`src/rtl/dpdc_pkg.sv`:
```
`default_nettype none
// ----------------------------------------------------------------------------
// dpdc_pkg - shared types and constants for the dual PID drive controller
// Field widths, gain reset values, register indexes and the transaction types
// passed between the error stage and the top level.
// ----------------------------------------------------------------------------
package dpdc_pkg;

    // field widths
    localparam int PosW   = 24;            // wheel position
    localparam int HeadW  = 21;            // gyro heading, 1/64 degree
    localparam int GainW  = 24;            // unsigned Q8.16 gain
    localparam int PctW   = 8;             // motor command percent
    localparam int CfgIdxW = 3;

    // derived widths of the working values
    localparam int ErrW    = PosW + 1;     // distance error
    localparam int DErrW   = ErrW + 1;     // distance error delta
    localparam int HNumW   = HeadW + 3;    // 2*target - h1 - h2
    localparam int HeadShift = 7;          // 1/64 degree sum of two -> degrees
    localparam int HErrW   = HNumW - HeadShift; // heading error, whole degrees
    localparam int HDErrW  = HErrW + 1;
    localparam int SumW    = 32;           // saturating integrators
    localparam int ShW     = HeadW + 1;    // start heading (sum of both readings)
    localparam int FfDiffW = ShW + 2;      // 2*target - start heading

    // datapath widths
    localparam int AccW  = SumW + GainW + 2;
    localparam int QFrac = 16;
    localparam int LatW  = 25;             // lateral power, Q.16, within +-100
    localparam int TurnW = QFrac + 10;     // turn power after pre-saturation
    localparam int DrvW  = TurnW + 1;      // lateral +- turn

    // Q.16 limits
    localparam int QOne     = 1 << QFrac;
    localparam int PctMax   = 100;
    localparam int LatMaxQ  = PctMax * QOne;
    localparam int SlewQ    = 15 * QOne;
    // beyond this the wheel command saturates whatever the lateral term is
    localparam int TurnLimQ = 1 << (QFrac + 8);

    // settle and integral windows
    localparam int DistTol      = 50;
    localparam int HeadTol      = 3;
    localparam int HeadIntLimit = 45;

    // feedforward: x * 64 / 125 == floor(x * FfRecip / 2^FfRecipShift)
    // for |x| <= 2^22; FfRecip = ceil(2^35 / 125), error term 7 * 2^28 < 2^35
    localparam int FfRecipW     = 29;
    localparam int FfRecipShift = 29;
    localparam logic [FfRecipW-1:0] FfRecip = 29'd274877907;

    // gain reset values
    localparam logic [GainW-1:0] DrivePReset = 24'd4588;
    localparam logic [GainW-1:0] DriveIReset = 24'd0;
    localparam logic [GainW-1:0] DriveDReset = 24'd0;
    localparam logic [GainW-1:0] TurnPReset  = 24'd26477;
    localparam logic [GainW-1:0] TurnIReset  = 24'd0;
    localparam logic [GainW-1:0] TurnDReset  = 24'd6554;

    typedef enum logic [CfgIdxW-1:0] {
        CFG_TARGET_DISTANCE = 3'd0,
        CFG_TARGET_HEADING  = 3'd1,
        CFG_DRIVE_P_GAIN    = 3'd2,
        CFG_DRIVE_I_GAIN    = 3'd3,
        CFG_DRIVE_D_GAIN    = 3'd4,
        CFG_TURN_P_GAIN     = 3'd5,
        CFG_TURN_I_GAIN     = 3'd6,
        CFG_TURN_D_GAIN     = 3'd7
    } t_cfg_idx;

    typedef struct packed {
        logic                    restart;
        logic signed [PosW-1:0]  left_position;
        logic signed [PosW-1:0]  right_position;
        logic signed [HeadW-1:0] heading_first;
        logic signed [HeadW-1:0] heading_second;
    } t_item;

    typedef struct packed {
        logic signed [ErrW-1:0]    dist_err;
        logic signed [DErrW-1:0]   dist_derr;
        logic signed [SumW-1:0]    dist_sum;
        logic signed [HErrW-1:0]   head_err;
        logic signed [HDErrW-1:0]  head_derr;
        logic signed [SumW-1:0]    head_sum;
        logic signed [FfDiffW-1:0] ff_diff;
        logic                      settled;
    } t_err;

    function automatic logic signed [SumW-1:0] sat_sum(input logic signed [SumW:0] v);
        logic signed [SumW-1:0] r;
        if (v[SumW] != v[SumW-1]) begin
            r = v[SumW] ? {1'b1, {(SumW-1){1'b0}}} : {1'b0, {(SumW-1){1'b1}}};
        end else begin
            r = v[SumW-1:0];
        end
        return r;
    endfunction

endpackage
`default_nettype wire

```
`src/rtl/dpdc_err.sv`:
```
`default_nettype none
// ----------------------------------------------------------------------------
// dpdc_err - error and integrator stage
// Forms the distance and heading errors, their deltas and saturating sums,
// the feedforward difference and the settled flag; holds the loop history.
// ----------------------------------------------------------------------------
module dpdc_err (
    input  logic                                i_clk,
    input  logic                                i_rst_n,
    input  logic                                i_adv,
    input  dpdc_pkg::t_item                     i_item,
    input  logic signed [dpdc_pkg::PosW-1:0]    i_target_distance,
    input  logic signed [dpdc_pkg::HeadW-1:0]   i_target_heading,
    output dpdc_pkg::t_err                      o_err
);
    import dpdc_pkg::*;

    logic signed [ErrW-1:0]    r_last_dist_err;
    logic signed [SumW-1:0]    r_dist_sum;
    logic signed [HErrW-1:0]   r_last_head_err;
    logic signed [SumW-1:0]    r_head_sum;
    logic signed [ShW-1:0]     r_start_heading;

    logic signed [ErrW-1:0]    pos_sum;
    logic signed [ErrW-1:0]    pos_sum_adj;
    logic signed [ErrW-1:0]    pos_mean;
    logic signed [ErrW-1:0]    dist_err;
    logic        [ErrW-1:0]    dist_abs;
    logic signed [SumW:0]      dist_sum_wide;
    logic signed [SumW-1:0]    n_dist_sum;

    logic signed [HNumW-1:0]   head_num;
    logic signed [HNumW-1:0]   head_num_adj;
    logic signed [HErrW-1:0]   head_err;
    logic        [HErrW-1:0]   head_abs;
    logic signed [SumW-1:0]    head_sum_base;
    logic signed [SumW:0]      head_sum_wide;
    logic signed [SumW-1:0]    n_head_sum;

    logic signed [ShW-1:0]     head_pair;
    logic signed [ShW-1:0]     n_start_heading;
    logic                      settled;

    // distance: mean of the wheels, truncated toward zero
    assign pos_sum     = ErrW'(i_item.left_position) + ErrW'(i_item.right_position);
    assign pos_sum_adj = pos_sum + {{(ErrW-1){1'b0}}, pos_sum[ErrW-1]};
    assign pos_mean    = pos_sum_adj >>> 1;
    assign dist_err    = ErrW'(i_target_distance) - pos_mean;
    assign dist_abs    = dist_err[ErrW-1] ? ErrW'(-dist_err) : dist_err;

    assign dist_sum_wide = (SumW+1)'(r_dist_sum) + (SumW+1)'(dist_err);
    assign n_dist_sum    = sat_sum(dist_sum_wide);

    // heading: mean of both readings in whole degrees, truncated toward zero
    assign head_num = HNumW'($signed({i_target_heading, 1'b0}))
                    - HNumW'(i_item.heading_first) - HNumW'(i_item.heading_second);
    assign head_num_adj = head_num
                        + (head_num[HNumW-1] ? HNumW'((1 << HeadShift) - 1) : HNumW'(0));
    assign head_err = HErrW'(head_num_adj >>> HeadShift);
    assign head_abs = head_err[HErrW-1] ? HErrW'(-head_err) : head_err;

    // integral restarts on zero error or outside the capture window
    assign head_sum_base = (head_err == '0 || head_abs > HErrW'(HeadIntLimit))
                         ? '0 : r_head_sum;
    assign head_sum_wide = (SumW+1)'(head_sum_base) + (SumW+1)'(head_err);
    assign n_head_sum    = sat_sum(head_sum_wide);

    assign head_pair       = ShW'(i_item.heading_first) + ShW'(i_item.heading_second);
    assign n_start_heading = i_item.restart ? head_pair : r_start_heading;

    assign settled = (head_abs <= HErrW'(HeadTol)) && (dist_abs < ErrW'(DistTol));

    always_comb begin
        o_err.dist_err  = dist_err;
        o_err.dist_derr = DErrW'(dist_err) - DErrW'(r_last_dist_err);
        o_err.dist_sum  = n_dist_sum;
        o_err.head_err  = head_err;
        o_err.head_derr = HDErrW'(head_err) - HDErrW'(r_last_head_err);
        o_err.head_sum  = n_head_sum;
        o_err.ff_diff   = FfDiffW'($signed({i_target_heading, 1'b0}))
                        - FfDiffW'(n_start_heading);
        o_err.settled   = settled;
    end

    // the settled case only advances the distance sum and the start heading
    always_ff @(posedge i_clk) begin
        if (!i_rst_n) begin
            r_last_dist_err <= '0;
            r_dist_sum      <= '0;
            r_last_head_err <= '0;
            r_head_sum      <= '0;
            r_start_heading <= '0;
        end else if (i_adv) begin
            r_dist_sum      <= n_dist_sum;
            r_start_heading <= n_start_heading;
            if (!settled) begin
                r_last_dist_err <= dist_err;
                r_last_head_err <= head_err;
                r_head_sum      <= n_head_sum;
            end
        end
    end

endmodule
`default_nettype wire

```
`config.mk`:
```
export PLATFORM = sky130hd
export DESIGN_NAME = dpdc_err
export DESIGN_NICKNAME = d
export VERILOG_FILES = /design/src/rtl/dpdc_pkg.sv /design/src/rtl/dpdc_err.sv
export SDC_FILE = /design/constraint.sdc
export NUM_CORES = 1
export LEC_CHECK = 0
export BUFFER_PORTS_ARGS = -buffer_cell sky130_fd_sc_hd__buf_4
export CORE_AREA = 2 2 172 259
export CTS_BUF_LIST = sky130_fd_sc_hd__clkbuf_4 sky130_fd_sc_hd__clkbuf_8
export CTS_CLUSTER_DIAMETER = 60
export CTS_CLUSTER_SIZE = 20
export DETAILED_ROUTE_END_ITERATION = 12
export DIE_AREA = 0 0 174 261
export GPL_TIMING_DRIVEN = 0
export PLACE_DENSITY_LB_ADDON = 0.1
export SLEW_MARGIN = 30
export SYNTH_ARGS = -nofsm -noshare
export SYNTH_HDL_FRONTEND = slang
export SYNTH_SLANG_ARGS = --single-unit
export TNS_END_PERCENT = 10
```
`constraint.sdc`:
```
create_clock -name i_clk -period 21 [get_ports i_clk]
set_clock_uncertainty 0.05 [all_clocks]
set_input_delay 5.25 -clock i_clk [delete_from_list [all_inputs] [get_ports i_clk]]
set_output_delay 5.25 -clock i_clk [all_outputs]
set_load 0.01 [all_outputs]
```
==> reports/qor.yml <==
floorplanning:
  ios: 314
  coreArea_mm2: 0.04328
  start_util_pct: 44.46
  die_w_um: 174
  rows: 94
  die_h_um: 261
  dieArea_mm2: 0.04541
logic_synthesis:
  synth.distinct_cells: 104
  synthFlopType: "dfxtp_1"
  ys_seq_area_share_pct: 13.32
  synth_nets: 2998
  synth-seq-cells: 128
  syn_inst: 2587
  synth-edff-count: 0
  avgSynthCellArea_um2: 7.439
  synth_area_mm2: 0.01924
  yosysWarnings: 0
  synthArstFlopShare_pct: 0
route:
  wl_um: 62770
  drt-wirelength-per-cell_um: 17.81
  via_per_inst: 5.614
  num_vias: 19785
  drc: 0
  firstDrtPassIters: 5
  drt-initial-drc-count: 974
  ant_nets: 0
flow_run:
  drv_cap: 0
clock_network:
  hold_buffers: 0
  insertion_delay_ns: 0.50
  max-clock-path-buffers: 2
  clock-sinks: 128
  cts_max_level: 4
  cts_tree: "built"
  clock-root-buffer: "clkbuf_8"
  path_clk_slew_ns: 0.09
  numCtsBuffers: 17
global_routing:
  grt_max_degree: 26
  antenna_found_initial: 1
  grt_pass1_vias: 19655
  overflow: 0
  grtUsageTotal_pct: 27.00
  grt_pass1_wl_um: 98270
timing:
  maxSlewHeadroom_pct: 32.28
  worst_slack_ns: 0.3499
  slew_viol_final: 0
  setup_violations: 0
  layout_worst_path_cycle_share_pct: 98.33
  fin_setup_tns_ns: 0
  worst_pin_slew_ns: 1.012
  period_needed_ns: 20.65
  hold_viol: 0
  clock.fmax_mhz: 48.43
  rsz0062_at_grt: "yes"
placed_design:
  dpl_worst_slack_ns: -1.738
  port_buffers: 312
  hpwl_um: 51750
  gp_congestion: 0.9091
power_and_ir_drop:
  p_sw_w: 0.001714
  switching_share_pct: 52.25
  power_density_mw_per_mm2: 141.2
  p_int_w: 0.001566
  p_leak_nw: 10.70
  irDropWorstVdd_mv: 0.08976
  comb_power_share_pct: 82.8
  power_frac_clock_pct: 7.0
  pwr-share-seq_pct: 10.2
worst_setup_path:
  critPathTopFamily: "compound AO/OA/AOI/OAI gates"
  end_kind: "output pin"
  slowest_stage: "or4b_2"
  critPathMaxFanout: 10
  critPathBufInv: 9
  cp-start-kind: "input port"
  setup.worst_path.class: "input port to output pin"
  max_stage_delay_ns: 0.74
  critical_path_required_ns: 15.70
  arrival_ns: 15.35
final_layout:
  fin_nets: 3345
  drive_above_1_share_pct: 16.86
  area_delta_synth_final_pct: 20.66
run_status:
  status: "complete, no violations"
min_path:
  worst_hold_path_type: "register to register"
## layout make-up
| class | count | area [µm²] |
|---|---|---|
| fill | 4318 | 20060 |
| multi-input combinational | 2180 | 15810 |
| sequential | 128 | 2562 |
| timing repair buffer | 329 | 2470 |
| inverter | 195 | 733.2 |
| tap | 576 | 720.7 |
| buffer | 83 | 525.5 |
| clock buffer | 18 | 241.5 |
| clock inverter | 14 | 158.9 |
| antenna | 1 | 2.502 |
## layout by cell type, fill, tap and decap left out, types with 15 or more instances in the layout
cell type    n
nand4_1     20
o21a_1      40
and3_1      19
fa_1        29
o21ai_0    132
inv_1      190
a21oi_1    171
o21bai_1    22
mux2i_1    102
clkbuf_1    32
o211ai_1    18
ha_1       241
a21boi_0    15
xor2_1      69
buf_4      334
nor3_1      50
clkbuf_8    18
nand2b_1    32
and2_1      62
a31oi_1     32
nand3_1     46
a21o_1      54
dfxtp_1    128
a211oi_1    42
nand2_1    297
nor2_1     226
xnor2_1    120
nor2b_1     30
or3_1       28
## flip-flops by register name (all words and copies together) (netlist names)
name,count
r_dist_sum,32
r_last_dist_err,25
r_head_sum,32
r_last_head_err,17
r_start_heading,22
## final timing paths
check / startpoint / endpoint / slack [ns] / cells past startpoint
worst max-delay path: i_item[3] / o_err[31] / 0.35 / 45
worst min-delay path: r_last_head_err[14] / r_last_head_err[14] / 0.41 / 2
worst max register to register: r_dist_sum[0] / r_dist_sum[7] / 15.62 / 18
worst min register to register: r_last_head_err[14] / r_last_head_err[14] / 0.41 / 2
## layer usage
layer	global-route usage (%)	wire [µm]
met1	26.83	22970
met2	52.97	33080
met3	4.457	3037
met5	0	0
met4	14.96	3679
## worst reg2reg max path: stages, from the launching register on
cell      delay (ns)
dfxtp_1         0.33
ha_1            0.21
fa_1            0.44
a21o_1          0.18
a21oi_1         0.22
o21ai_0         0.14
a211oi_1        0.31
nor3b_1         0.15
a2111o_1        0.44
a211o_1         0.32
o311ai_0        0.45
nand3b_1        0.23
nand3_1         0.12
a31oi_1         0.15
nor2_1          0.34
or3_1           0.17
clkbuf_1        0.33
clkbuf_1        0.52
o21ai_0         0.15
## through the flow
step | power, W | std cells | hold WS [ns] | cell area [µm²] | utilization (%)
after floorplan | 0.001958 | 2587 | 0.3801 | 19240 | -
after global placement | 0.002943 | 3475 | 0.3890 | 22310 | 51.54
after detailed placement | 0.002984 | 3476 | 0.3960 | 22390 | 51.73
after CTS | 0.003252 | 3515 | 0.4091 | 22980 | 53.08
after global routing | 0.003565 | 3524 | 0.4230 | 23220 | 53.65
final | 0.003280 | 3524 | 0.4105 | 23220 | 53.65
## power groups by stage
stage / combinational [W] / clock [W] / sequential, W
floorplan: 0.00163 / 0 / 0.000329
global route: 0.00298 / 0.000245 / 0.000340
CTS: 0.00268 / 0.000237 / 0.000333
detailed placement: 0.00265 / 0 / 0.000339
finish: 0.00271 / 0.000231 / 0.000334
global placement: 0.00261 / 0 / 0.000337
## Yosys cell counts (all sizes together), types with 22 or more instances
cell type  instances  area share, %
nand2b            32            1.0
a21oi            186            4.9
mux2i            103            5.4
inv              194            3.8
nor2             229            4.5
a31oi             35            1.1
o21ai            151            3.9
ha               243             16
nand2            299            5.9
dfxtp            128             13
and2              63            2.0
or3               32            1.1
a211oi            46            1.8
buf               28            1.2
xor2              73            3.3
fa                29            3.0
xnor2            128            5.8
o21bai            22           0.86
o21a              41            1.6
nor3              52            1.4
clkbuf            44           0.91
nor2b             30           0.98
a21o              54            2.1
nand3             46            1.2
## what timing repair did
action	in CTS	in global routing
pin swaps	1	7
endpoints found under the setup margin	57	58
resized for setup	33	45
setup buffers	7	9
## cells by family after synthesis
| family | Yosys count | synth area share [%] |
|---|---|---|
| simple gates | 895 | 22.46 |
| buf+inv | 279 | 6.456 |
| compound gates | 695 | 23.72 |
| flops | 128 | 13.32 |
| mux | 104 | 5.416 |
| fa+ha+maj | 285 | 19.49 |
| xor+xnor | 201 | 9.148 |
Power figures use the tool's default switching activity.
